### src/rtl/enh_pkg.sv
// enh_pkg: shared types, constants and codes of the expression node hash block
// used by enh_front, enh_queue, enh_back and expression_node_hash
`timescale 1ns / 1ps

package enh_pkg;

    // stream and configuration widths
    localparam int IN_TDATA_W  = 224;
    localparam int OUT_TDATA_W = 136;
    localparam int CFG_IDX_W   = 8;
    localparam int CODE_W      = 8;

    // default for the per-node child limit
    localparam int MAX_CHILDREN_DEF = 255;

    // front-to-back queue
    localparam int QUEUE_DEPTH = 4;
    localparam int QPTR_W      = $clog2(QUEUE_DEPTH);
    localparam int QCNT_W      = $clog2(QUEUE_DEPTH + 1);

    // hash mixing constants
    localparam logic [63:0] MUL_OPCODE = 64'h0113_1462_E270_012B;
    localparam logic [63:0] VAR_MIX    = 64'h03A8_3A83_A83A_83A0;
    localparam logic [63:0] CHILD_ADD  = 64'h0000_09AB_CD80_1357;
    localparam logic [63:0] CHILD_ADD3 = 64'(3 * CHILD_ADD);
    localparam logic [43:0] CHILD_MUL  = 44'hECA_DB91_2345;
    localparam logic [63:0] IMM_MIX    = 64'd1234567;
    localparam logic [63:0] CALL_MIX   = 64'd3456789;
    localparam logic [63:0] CHILD_MIX  = 64'd4567890;

    // biased exponent of zero, infinity and nan; normal and subnormal offsets
    localparam logic [15:0] EXP_ZERO   = 16'h8000;
    localparam logic [15:0] EXP_NORMAL = 16'h7C02;

    // configuration register indexes
    localparam logic [CFG_IDX_W-1:0] CFG_IMMEDIATE   = 8'd0;
    localparam logic [CFG_IDX_W-1:0] CFG_VARIABLE    = 8'd1;
    localparam logic [CFG_IDX_W-1:0] CFG_FUNC_CALL   = 8'd2;
    localparam logic [CFG_IDX_W-1:0] CFG_PARSER_CALL = 8'd3;

    // node class picked by the front
    typedef enum logic [1:0] {
        CLS_OTHER = 2'd0,
        CLS_IMM   = 2'd1,
        CLS_VAR   = 2'd2,
        CLS_CALL  = 2'd3
    } t_class;

    // one classified item in the queue
    typedef struct packed {
        logic        kind;
        logic        last;
        t_class      cls;
        logic [7:0]  opcode;
        logic [63:0] node_value;
        logic [15:0] var_or_func;
        logic [63:0] child_key;
        logic [63:0] child_unique;
        logic [7:0]  child_depth;
    } t_entry;

    typedef struct packed {
        logic              empty;
        logic              full;
        logic [QCNT_W-1:0] level;
    } t_queue_status;

    typedef struct packed {
        logic idle;
        logic node_open;
    } t_back_status;

endpackage

### src/rtl/enh_queue.sv
// enh_queue: short register queue of classified words between front and back
// depends on enh_pkg
`timescale 1ns / 1ps

module enh_queue (
    input  logic                   i_clk,
    input  logic                   i_rst_n,
    input  logic                   i_push,
    input  enh_pkg::t_entry        i_entry,
    input  logic                   i_pop,
    output enh_pkg::t_entry        o_entry,
    output enh_pkg::t_queue_status o_status
);

    enh_pkg::t_entry                   r_mem [enh_pkg::QUEUE_DEPTH];
    logic [enh_pkg::QPTR_W-1:0]        r_wr_ptr;
    logic [enh_pkg::QPTR_W-1:0]        r_rd_ptr;
    logic [enh_pkg::QCNT_W-1:0]        r_level;

    localparam logic [enh_pkg::QPTR_W-1:0] LAST_PTR = enh_pkg::QPTR_W'(enh_pkg::QUEUE_DEPTH - 1);
    localparam logic [enh_pkg::QCNT_W-1:0] FULL_LVL = enh_pkg::QCNT_W'(enh_pkg::QUEUE_DEPTH);

    // storage, no reset needed
    always_ff @(posedge i_clk) begin
        if (i_push) begin
            r_mem[r_wr_ptr] <= i_entry;
        end
    end

    // pointers and fill level
    always_ff @(posedge i_clk) begin
        if (!i_rst_n) begin
            r_wr_ptr <= '0;
            r_rd_ptr <= '0;
            r_level  <= '0;
        end else begin
            if (i_push) begin
                r_wr_ptr <= (r_wr_ptr == LAST_PTR) ? '0 : r_wr_ptr + 1'b1;
            end
            if (i_pop) begin
                r_rd_ptr <= (r_rd_ptr == LAST_PTR) ? '0 : r_rd_ptr + 1'b1;
            end
            if (i_push && !i_pop) begin
                r_level <= r_level + 1'b1;
            end else if (!i_push && i_pop) begin
                r_level <= r_level - 1'b1;
            end
        end
    end

    assign o_entry        = r_mem[r_rd_ptr];
    assign o_status.empty = (r_level == '0);
    assign o_status.full  = (r_level == FULL_LVL);
    assign o_status.level = r_level;

endmodule

### src/rtl/enh_front.sv
// enh_front: input stream unpacking, opcode registers and node classification
// depends on enh_pkg; feeds enh_queue
`timescale 1ns / 1ps

module enh_front (
    input  logic                            i_clk,
    input  logic                            i_rst_n,
    input  logic                            i_tvalid,
    output logic                            o_tready,
    input  logic [enh_pkg::IN_TDATA_W-1:0]  i_tdata,
    input  logic                            i_tuser,
    input  logic                            i_tlast,
    input  logic                            i_cfg_valid,
    output logic                            o_cfg_ready,
    input  logic [enh_pkg::CFG_IDX_W-1:0]   i_cfg_index,
    input  logic [enh_pkg::CODE_W-1:0]      i_cfg_data,
    input  enh_pkg::t_queue_status          i_q_status,
    output logic                            o_push,
    output enh_pkg::t_entry                 o_entry
);

    logic [enh_pkg::CODE_W-1:0] r_imm_code;
    logic [enh_pkg::CODE_W-1:0] r_var_code;
    logic [enh_pkg::CODE_W-1:0] r_func_code;
    logic [enh_pkg::CODE_W-1:0] r_parser_code;
    logic [7:0]                 w_opcode;
    enh_pkg::t_class            w_cls;

    // opcode registers, writes beyond the list are dropped
    always_ff @(posedge i_clk) begin
        if (!i_rst_n) begin
            r_imm_code    <= 8'd0;
            r_var_code    <= 8'd1;
            r_func_code   <= 8'd2;
            r_parser_code <= 8'd3;
        end else if (i_cfg_valid) begin
            unique case (i_cfg_index)
                enh_pkg::CFG_IMMEDIATE:   r_imm_code    <= i_cfg_data;
                enh_pkg::CFG_VARIABLE:    r_var_code    <= i_cfg_data;
                enh_pkg::CFG_FUNC_CALL:   r_func_code   <= i_cfg_data;
                enh_pkg::CFG_PARSER_CALL: r_parser_code <= i_cfg_data;
                default: ;
            endcase
        end
    end

    assign o_cfg_ready = 1'b1;

    // classify, immediate over variable over the call codes
    assign w_opcode = i_tdata[7:0];
    always_comb begin
        if (w_opcode == r_imm_code) begin
            w_cls = enh_pkg::CLS_IMM;
        end else if (w_opcode == r_var_code) begin
            w_cls = enh_pkg::CLS_VAR;
        end else if (w_opcode == r_func_code || w_opcode == r_parser_code) begin
            w_cls = enh_pkg::CLS_CALL;
        end else begin
            w_cls = enh_pkg::CLS_OTHER;
        end
    end

    // unpack the word into a queue entry
    assign o_entry.kind         = i_tuser;
    assign o_entry.last         = i_tlast;
    assign o_entry.cls          = w_cls;
    assign o_entry.opcode       = w_opcode;
    assign o_entry.node_value   = i_tdata[71:8];
    assign o_entry.var_or_func  = i_tdata[87:72];
    assign o_entry.child_key    = i_tdata[151:88];
    assign o_entry.child_unique = i_tdata[215:152];
    assign o_entry.child_depth  = i_tdata[223:216];

    assign o_tready = !i_q_status.full;
    assign o_push   = i_tvalid && !i_q_status.full;

endmodule

### src/rtl/enh_back.sv
// enh_back: sequencer that folds queued words into the node hash and holds
// the output register; depends on enh_pkg
`timescale 1ns / 1ps

module enh_back #(
    parameter int MAX_CHILDREN = enh_pkg::MAX_CHILDREN_DEF
) (
    input  logic                            i_clk,
    input  logic                            i_rst_n,
    input  enh_pkg::t_entry                 i_entry,
    input  logic                            i_entry_valid,
    output logic                            o_pop,
    output logic                            o_tvalid,
    input  logic                            i_tready,
    output logic [enh_pkg::OUT_TDATA_W-1:0] o_tdata,
    output enh_pkg::t_back_status           o_status
);

    localparam int IW = $clog2(MAX_CHILDREN + 1);
    localparam logic [IW-1:0] IDX_MAX = IW'(MAX_CHILDREN);

    typedef enum logic [2:0] {
        S_IDLE,
        S_CLASS,
        S_NORM,
        S_IMM_KEY,
        S_IMM_MIX,
        S_IMM_ADD,
        S_CHILD_MUL,
        S_FINISH
    } t_state;

    t_state          r_state;
    logic [2:0]      r_step;
    logic [63:0]     r_acc_k;
    logic [63:0]     r_acc_u;
    logic [7:0]      r_max_d;
    logic [IW-1:0]   r_idx;
    logic            r_open;
    logic            r_takes;
    logic            r_last;
    enh_pkg::t_class r_cls;
    logic [63:0]     r_value;
    logic [15:0]     r_var;
    logic [63:0]     r_tmp;
    logic [63:0]     r_kprod;
    logic [51:0]     r_norm;
    logic [5:0]      r_shift;
    logic            r_out_valid;
    logic [63:0]     r_out_key;
    logic [63:0]     r_out_unique;
    logic [7:0]      r_out_depth;

    logic        w_take_child;
    logic [51:0] w_norm_next;
    logic [5:0]  w_shift_next;
    logic [15:0] w_chunk;
    logic [59:0] w_pp;
    logic [63:0] w_pp_shifted;
    logic        w_neg;
    logic [15:0] w_e16;
    logic [30:0] w_frac;
    logic [63:0] w_key;
    logic [63:0] w_crc;
    logic [63:0] w_nv;
    logic        w_out_free;

    assign o_pop        = (r_state == S_IDLE) && i_entry_valid;
    assign w_take_child = r_takes && (r_idx < IDX_MAX);
    assign w_out_free   = !r_out_valid || i_tready;

    // one binary normalization step of a subnormal mantissa
    always_comb begin
        w_norm_next  = r_norm;
        w_shift_next = r_shift;
        case (r_step)
            3'd0: if (r_norm[51:20] == '0) begin
                w_norm_next  = r_norm << 32;
                w_shift_next = r_shift + 6'd32;
            end
            3'd1: if (r_norm[51:36] == '0) begin
                w_norm_next  = r_norm << 16;
                w_shift_next = r_shift + 6'd16;
            end
            3'd2: if (r_norm[51:44] == '0) begin
                w_norm_next  = r_norm << 8;
                w_shift_next = r_shift + 6'd8;
            end
            3'd3: if (r_norm[51:48] == '0) begin
                w_norm_next  = r_norm << 4;
                w_shift_next = r_shift + 6'd4;
            end
            3'd4: if (r_norm[51:50] == '0) begin
                w_norm_next  = r_norm << 2;
                w_shift_next = r_shift + 6'd2;
            end
            3'd5: if (!r_norm[51]) begin
                w_norm_next  = r_norm << 1;
                w_shift_next = r_shift + 6'd1;
            end
            default: ;
        endcase
    end

    // immediate key from exponent class and normalized mantissa
    always_comb begin
        w_neg  = 1'b0;
        w_e16  = enh_pkg::EXP_ZERO;
        w_frac = '0;
        if (r_value[62:52] == 11'h7FF) begin
            w_neg = (r_value[51:0] == '0) && r_value[63];
        end else if (r_value[62:52] != '0) begin
            w_e16  = {5'b0, r_value[62:52]} + enh_pkg::EXP_NORMAL;
            w_frac = r_value[51:21];
            w_neg  = r_value[63];
        end else if (r_value[51:0] != '0) begin
            w_e16  = enh_pkg::EXP_NORMAL - {10'b0, r_shift};
            w_frac = r_norm[50:20];
            w_neg  = r_value[63];
        end
        w_key = {8'b0, !w_neg, (w_neg ? ~w_e16 : w_e16), w_frac, 8'b0};
    end

    // rotate right by ten for the unique mix
    assign w_crc = {r_acc_k[9:0], r_acc_k[63:10]};
    assign w_nv  = ~64'(r_var);

    // one 16-bit slice of the child multiply per cycle
    always_comb begin
        case (r_step[1:0])
            2'd0:    w_chunk = r_tmp[15:0];
            2'd1:    w_chunk = r_tmp[31:16];
            2'd2:    w_chunk = r_tmp[47:32];
            default: w_chunk = r_tmp[63:48];
        endcase
        w_pp = w_chunk * enh_pkg::CHILD_MUL;
        case (r_step[1:0])
            2'd0:    w_pp_shifted = 64'(w_pp);
            2'd1:    w_pp_shifted = {w_pp[47:0], 16'b0};
            2'd2:    w_pp_shifted = {w_pp[31:0], 32'b0};
            default: w_pp_shifted = {w_pp[15:0], 48'b0};
        endcase
    end

    // sequencer and output register
    always_ff @(posedge i_clk) begin
        if (!i_rst_n) begin
            r_state     <= S_IDLE;
            r_step      <= '0;
            r_acc_k     <= '0;
            r_acc_u     <= '0;
            r_max_d     <= '0;
            r_idx       <= '0;
            r_open      <= 1'b0;
            r_takes     <= 1'b0;
            r_out_valid <= 1'b0;
        end else begin
            // drain a taken result unless a new one loads this cycle
            if (r_out_valid && i_tready && (r_state != S_FINISH)) begin
                r_out_valid <= 1'b0;
            end
            unique case (r_state)
                S_IDLE: begin
                    if (i_entry_valid) begin
                        r_last <= i_entry.last;
                        if (!i_entry.kind) begin
                            // begin word: restart the node
                            r_acc_k <= {i_entry.opcode, 56'b0};
                            r_acc_u <= 64'(i_entry.opcode) * enh_pkg::MUL_OPCODE;
                            r_max_d <= '0;
                            r_idx   <= '0;
                            r_open  <= 1'b1;
                            r_takes <= (i_entry.cls == enh_pkg::CLS_CALL) ||
                                       (i_entry.cls == enh_pkg::CLS_OTHER);
                            r_cls   <= i_entry.cls;
                            r_value <= i_entry.node_value;
                            r_var   <= i_entry.var_or_func;
                            r_norm  <= i_entry.node_value[51:0];
                            r_shift <= '0;
                            r_step  <= '0;
                            unique case (i_entry.cls)
                                enh_pkg::CLS_IMM: r_state <= S_NORM;
                                enh_pkg::CLS_VAR,
                                enh_pkg::CLS_CALL: r_state <= S_CLASS;
                                default: r_state <= i_entry.last ? S_FINISH : S_IDLE;
                            endcase
                        end else if (r_open) begin
                            if (w_take_child) begin
                                // child word: first half of the fold
                                if (i_entry.child_depth > r_max_d) begin
                                    r_max_d <= i_entry.child_depth;
                                end
                                r_kprod <= i_entry.child_key * 64'(r_idx + IW'(1));
                                r_tmp   <= r_acc_u + i_entry.child_key + enh_pkg::CHILD_ADD3;
                                r_acc_u <= (~i_entry.child_unique) ^ enh_pkg::CHILD_MIX;
                                r_idx   <= r_idx + IW'(1);
                                r_step  <= '0;
                                r_state <= S_CHILD_MUL;
                            end else if (i_entry.last) begin
                                r_state <= S_FINISH;
                            end
                        end
                    end
                end
                S_CLASS: begin
                    r_acc_k <= r_acc_k | {r_var, 48'b0};
                    if (r_cls == enh_pkg::CLS_VAR) begin
                        r_acc_u <= r_acc_u + ((64'(r_var) * 64'd11) ^ enh_pkg::VAR_MIX);
                    end else begin
                        r_acc_u <= r_acc_u + ((w_nv * 64'd7) ^ enh_pkg::CALL_MIX);
                    end
                    r_state <= r_last ? S_FINISH : S_IDLE;
                end
                S_NORM: begin
                    r_norm  <= w_norm_next;
                    r_shift <= w_shift_next;
                    r_step  <= r_step + 3'd1;
                    if (r_step == 3'd5) begin
                        r_state <= S_IMM_KEY;
                    end
                end
                S_IMM_KEY: begin
                    r_acc_k <= w_key;
                    r_state <= S_IMM_MIX;
                end
                S_IMM_MIX: begin
                    r_tmp   <= ((~w_crc) + ((~w_crc) << 1)) ^ enh_pkg::IMM_MIX;
                    r_state <= S_IMM_ADD;
                end
                S_IMM_ADD: begin
                    r_acc_u <= r_acc_u + r_tmp;
                    r_state <= r_last ? S_FINISH : S_IDLE;
                end
                S_CHILD_MUL: begin
                    r_acc_u <= r_acc_u + w_pp_shifted;
                    if (r_step == 3'd0) begin
                        r_acc_k <= r_acc_k + (r_kprod >> 12);
                    end
                    r_step <= r_step + 3'd1;
                    if (r_step == 3'd3) begin
                        r_state <= r_last ? S_FINISH : S_IDLE;
                    end
                end
                S_FINISH: begin
                    if (w_out_free) begin
                        r_out_valid  <= 1'b1;
                        r_out_key    <= r_acc_k;
                        r_out_unique <= r_acc_u;
                        r_out_depth  <= (r_max_d == 8'hFF) ? 8'hFF : r_max_d + 8'd1;
                        r_open       <= 1'b0;
                        r_state      <= S_IDLE;
                    end
                end
                default: r_state <= S_IDLE;
            endcase
        end
    end

    assign o_tvalid           = r_out_valid;
    assign o_tdata            = {r_out_depth, r_out_unique, r_out_key};
    assign o_status.idle      = (r_state == S_IDLE);
    assign o_status.node_open = r_open;

endmodule

### src/rtl/expression_node_hash.sv
// flow: the 4-entry queue takes one word per cycle while not full; the back end pops
//   a word only in S_IDLE, which handles a plain begin; a variable or call goes on to
//   S_CLASS, an immediate to S_NORM (six-step mantissa normalization) and the S_IMM
//   states, a child to S_CHILD_MUL (four-slice multiply); S_FINISH emits each result
// reset: synchronous active-low i_rst_n clears queue, node state and output valid,
//   and loads the opcode registers with 0, 1, 2, 3
`timescale 1ns / 1ps

module expression_node_hash #(
    parameter int MAX_CHILDREN = enh_pkg::MAX_CHILDREN_DEF
) (
    input  logic                            i_clk,
    input  logic                            i_rst_n,
    input  logic                            s_axis_tvalid,
    output logic                            s_axis_tready,
    // opcode, node_value, var_or_func, child_key, child_unique, child_depth
    input  logic [enh_pkg::IN_TDATA_W-1:0]  s_axis_tdata,
    // kind
    input  logic                            s_axis_tuser,
    input  logic                            s_axis_tlast,
    output logic                            m_axis_tvalid,
    input  logic                            m_axis_tready,
    // hash_key, hash_unique, node_depth
    output logic [enh_pkg::OUT_TDATA_W-1:0] m_axis_tdata,
    input  logic                            i_cfg_valid,
    output logic                            o_cfg_ready,
    input  logic [enh_pkg::CFG_IDX_W-1:0]   i_cfg_index,
    input  logic [enh_pkg::CODE_W-1:0]      i_cfg_data
);

    enh_pkg::t_queue_status w_q_status;
    enh_pkg::t_back_status  w_back_status;
    enh_pkg::t_entry        w_push_entry;
    enh_pkg::t_entry        w_pop_entry;
    logic                   w_push;
    logic                   w_pop;

    // accept and classify
    enh_front u_front (
        .i_clk       (i_clk),
        .i_rst_n     (i_rst_n),
        .i_tvalid    (s_axis_tvalid),
        .o_tready    (s_axis_tready),
        .i_tdata     (s_axis_tdata),
        .i_tuser     (s_axis_tuser),
        .i_tlast     (s_axis_tlast),
        .i_cfg_valid (i_cfg_valid),
        .o_cfg_ready (o_cfg_ready),
        .i_cfg_index (i_cfg_index),
        .i_cfg_data  (i_cfg_data),
        .i_q_status  (w_q_status),
        .o_push      (w_push),
        .o_entry     (w_push_entry)
    );

    // decoupling queue
    enh_queue u_queue (
        .i_clk    (i_clk),
        .i_rst_n  (i_rst_n),
        .i_push   (w_push),
        .i_entry  (w_push_entry),
        .i_pop    (w_pop),
        .o_entry  (w_pop_entry),
        .o_status (w_q_status)
    );

    // hash fold and output register
    enh_back #(
        .MAX_CHILDREN (MAX_CHILDREN)
    ) u_back (
        .i_clk         (i_clk),
        .i_rst_n       (i_rst_n),
        .i_entry       (w_pop_entry),
        .i_entry_valid (!w_q_status.empty),
        .o_pop         (w_pop),
        .o_tvalid      (m_axis_tvalid),
        .i_tready      (m_axis_tready),
        .o_tdata       (m_axis_tdata),
        .o_status      (w_back_status)
    );

    // a result never shows a zero depth
    a_depth_nonzero: assert property (@(posedge i_clk) disable iff (!i_rst_n)
        m_axis_tvalid |-> (m_axis_tdata[135:128] != 8'd0))
        else $error("node depth zero on output");

    // queue level stays within its depth
    a_queue_bound: assert property (@(posedge i_clk) disable iff (!i_rst_n)
        w_q_status.level <= enh_pkg::QCNT_W'(enh_pkg::QUEUE_DEPTH))
        else $error("queue level beyond depth");

    // nothing in flight means no new result next cycle
    a_no_phantom: assert property (@(posedge i_clk) disable iff (!i_rst_n)
        (w_q_status.empty && w_back_status.idle) |=> !$rose(m_axis_tvalid))
        else $error("result without a queued word");

    // emitting a result closes the node
    a_emit_closes: assert property (@(posedge i_clk) disable iff (!i_rst_n)
        $rose(m_axis_tvalid) |-> !w_back_status.node_open)
        else $error("node still open after result");

endmodule

### config.mk
export PLATFORM = sky130hd
export DESIGN_NAME = expression_node_hash
export DESIGN_NICKNAME = d
export VERILOG_FILES = /design/src/rtl/enh_pkg.sv /design/src/rtl/enh_queue.sv /design/src/rtl/enh_front.sv /design/src/rtl/enh_back.sv /design/src/rtl/expression_node_hash.sv
export SDC_FILE = /design/constraint.sdc
export NUM_CORES = 2
export LEC_CHECK = 0
export ABC_AREA = 1
export BUFFER_PORTS_ARGS = -buffer_cell sky130_fd_sc_hd__buf_4
export CORE_ASPECT_RATIO = 0.9
export CORE_MARGIN = 10
export CORE_UTILIZATION = 32
export DETAILED_ROUTE_END_ITERATION = 16
export SLEW_MARGIN = 20
export SYNTH_ARGS = -nofsm -noshare
export SYNTH_HDL_FRONTEND = slang
export SYNTH_SLANG_ARGS = --single-unit
### constraint.sdc
create_clock -name i_clk -period 11 [get_ports i_clk]
set_clock_uncertainty 0.1 [all_clocks]
set_input_delay 0 -clock i_clk [delete_from_list [all_inputs] [get_ports i_clk]]
set_output_delay 0 -clock i_clk [all_outputs]
set_load 0.02 [all_outputs]
==> impl_metrics.csv <==
group,metric,value,unit
clock_tree,postCtsSetupBuffers,0,
finish,area_delta_synth_final,17.1,%
sta,setup_violations,0,
min_path,hold_depth,4,
worst_setup_path,slowest_delay,710,ps
route,top_layer,"met5",
finish,final_util,37.7,%
clock_tree,h-tree-depth,4,
yosys,seq_area_frac_synth,37.4,%
worst_setup_path,startpoint_type,"register",
yosys,ys.flop_type,"edfxtp_1",
worst_setup_path,cp.required,11720,ps
route,drtIter0Drc,11100,
sta,tightestPinTransition,1190,ps
worst_setup_path,r2r_slack,580,ps
finish,fillers,36400,
min_path,hold_start,"i_rst_n",
route,drt_pass1_iterations,6,
sta,slew_headroom,19.5,%
clock_tree,cts_root_buffer,"clkbuf_16",
yosys,async_flop_share,0,%
floorplan,io_pins,386,
place,place_congestion,1.04,
floorplan,chipHeight,589,µm
worst_setup_path,reg2reg_depth,37,
clock_tree,clkSinkCount,1499,
sta,drv_slew,0,
yosys,ys_types,70,
floorplan,die-area,384000,µm²
grt,track_usage,24.3,%
worst_setup_path,critPathKind,"register to register",
place,hpwl,390,mm
run,drv_cap,0,
sta,rsz0062_at_grt,"no",
clock_tree,path_clk_slew,70,ps
status,status,"complete, no violations",
route,wl_per_cell,25.4,µm
yosys,yosysWarnings,0,
worst_setup_path,cp.depth,37,
worst_setup_path,r2r-start,"u_back.r_step[1]",
finish,drive_gt1_share,6.85,%
route,dr_wl_met3,38.2,mm
worst_setup_path,critPathSlowestCell,"o22ai_1",
sta,finalHoldViolCount,0,
route,wirelength,486,mm
sta,layout_min_cycle_time,10420,ps
route,vias,102000,
yosys,synth_edf_count,1305,
grt,overflow,0,
grt,antenna_found_initial,74,
route,wl_met1,201,mm
finish,final_cell_mix,"nand2_1 (2411), inv_1 (2107), nor2_1 (1307)",
worst_setup_path,cp_top_family,"adder cells",
grt,grt_pass1_wl,694,mm
min_path,hold_class,"primary input to register",
worst_setup_path,rr_endpoint,"u_back.r_acc_u[42]",
finish,seq_area,43100,µm²
worst_setup_path,worstPathArrival,11140,ps
sta,fmax,96.0,MHz
finish,finish.net_count,16100,
grt,grt_max_degree,173,
clock_tree,cts_tree,"yes",
floorplan,die_width,652,µm
yosys,synth_seq_cells,1499,
grt,grt_pass1_vias,98100,
route,wl_met2,217,mm
clock_tree,cts_made_buffers,169,
yosys,synth_fp_nets,15200,
yosys,synth_area_per_cell,8.60,µm²
place,io_buffers,384,
floorplan,core-area,357000,µm²
route,viasPerCell,5.30,
finish,final_common_cell,"nand2_1",
clock_tree,insertion_delay,910,ps
route,drc,0,
yosys,synthCells,13400,
floorplan,initial_core_util,32.2,%
floorplan,rows,208,
sta,period_share,94.7,%
finish,multi_input_area,62600,µm²
yosys,netlist_area,115000,µm²
min_path,hold_path_end,"u_front.r_func_code[0]",
clock_tree,clock_path_buffers,4,
worst_setup_path,end_kind,"register",
worst_setup_path,path_max_fanout,28,
worst_setup_path,cp_num_buf_inv,6,
route,antenna_left,0,
metrics by stage:
stage	hold slack (ps)	TNS, ps	setup WS (ps)	instance area (µm²)	instances
4_1_cts	0.920	0	551	135000	19100
2_1_floorplan	-1.13	-210350	-231	115000	13400
6_report	41.1	0	584	135000	19200
3_3_place_gp	102	0	476	124000	18300
3_5_place_dp	103	0	600	124000	18300
5_1_grt	64.7	0	47.9	135000	19100
how the worst max path moves through the flow:
stage / start / end / slack [ps]
2_1_floorplan: u_queue.r_level[0] / u_queue.r_mem[0][0] / -230
3_3_place_gp: u_back.r_step[1] / u_back.r_acc_u[61] / 480
3_5_place_dp: u_back.r_step[1] / u_back.r_acc_u[61] / 600
4_1_cts: u_back.r_step[1] / u_back.r_acc_u[61] / 550
5_1_grt: u_back.r_step[1] / u_back.r_acc_u[59] / 50
6_report: u_back.r_step[1] / u_back.r_acc_u[42] / 580
flip-flops by register name, summed over array words and instances (netlist names), 6 cells and up, named ones only:
register,count
u_back.r_idx,8
u_back.r_var,16
u_back.r_value,64
u_back.r_acc_u,64
u_back.r_max_d,8
u_back.r_norm,52
u_back.r_shift,6
u_front.r_func_code,8
u_back.r_out_key,64
u_back.r_tmp,64
u_front.r_var_code,8
u_front.r_imm_code,8
u_back.r_out_unique,64
u_back.r_out_depth,8
u_front.r_parser_code,8
u_back.r_kprod,52
u_queue.r_mem,912
u_back.r_acc_k,64
synthesized netlist by cell type, drive strengths merged, types with 51 or more instances:
cell	n	share of area, %
a21oi	1095	4.8
a31oi	146	0.79
buf	103	0.40
clkbuf	299	0.98
dfxtp	194	3.4
edfxtp	1305	34
fa	712	12
ha	854	9.3
inv	2125	6.9
nand2	2415	7.9
nand3	501	2.2
nand4	66	0.36
nor2	1320	4.3
nor3	90	0.40
o21a	51	0.33
o21ai	1071	4.7
o21bai	52	0.34
o22ai	197	1.1
or2	65	0.35
xnor2	91	0.69
xor2	137	1.0
cell type report:
type / instances / area share [%]
sequential: 1499 / 32.0
timing repair buffer: 1106 / 7.15
clock inverter: 86 / 0.578
antenna: 49 / 0.0910
inverter: 2133 / 5.96
clock buffer: 218 / 3.38
multi-input combinational: 9344 / 46.5
tap: 4725 / 4.39
worst reg2reg max path, delay by kind of cell (launching register included):
kind,cells,cell delay [ps]
AOI/OAI and AO/OA,10,3290
xor gates and xnor gates,1,350
adders and majority gates,9,3730
buffers and inverters,6,1090
DFF,1,390
and+or+nand+nor,11,1370
cell families after synthesis:
kind of cell | synth area share (%)
buffers and inverters | 8.34
and+or+nand+nor | 16.0
other | 0.00326
muxes | 0.00870
xor gates and xnor gates | 1.74
DFF | 37.4
AOI/OAI and AO/OA | 14.8
adders and majority gates | 21.7
repair_timing:
action                                  in CTS  in global routing
gates resized for setup                      0                 13
endpoints found under the setup margin       0                 13
hold buffers                               491                  0
endpoints found under the hold margin      986                  0
layer usage:
layer	track usage [%]	up-vias
met5	0	-
met4	12.1	30
met3	4.36	909
met2	38.4	4330
met1	32.0	49600
li1	-	46700
Power is left out: the tool's default activity adds up to more than one toggle a clock period on the data nets, which glitch-free logic cannot reach.
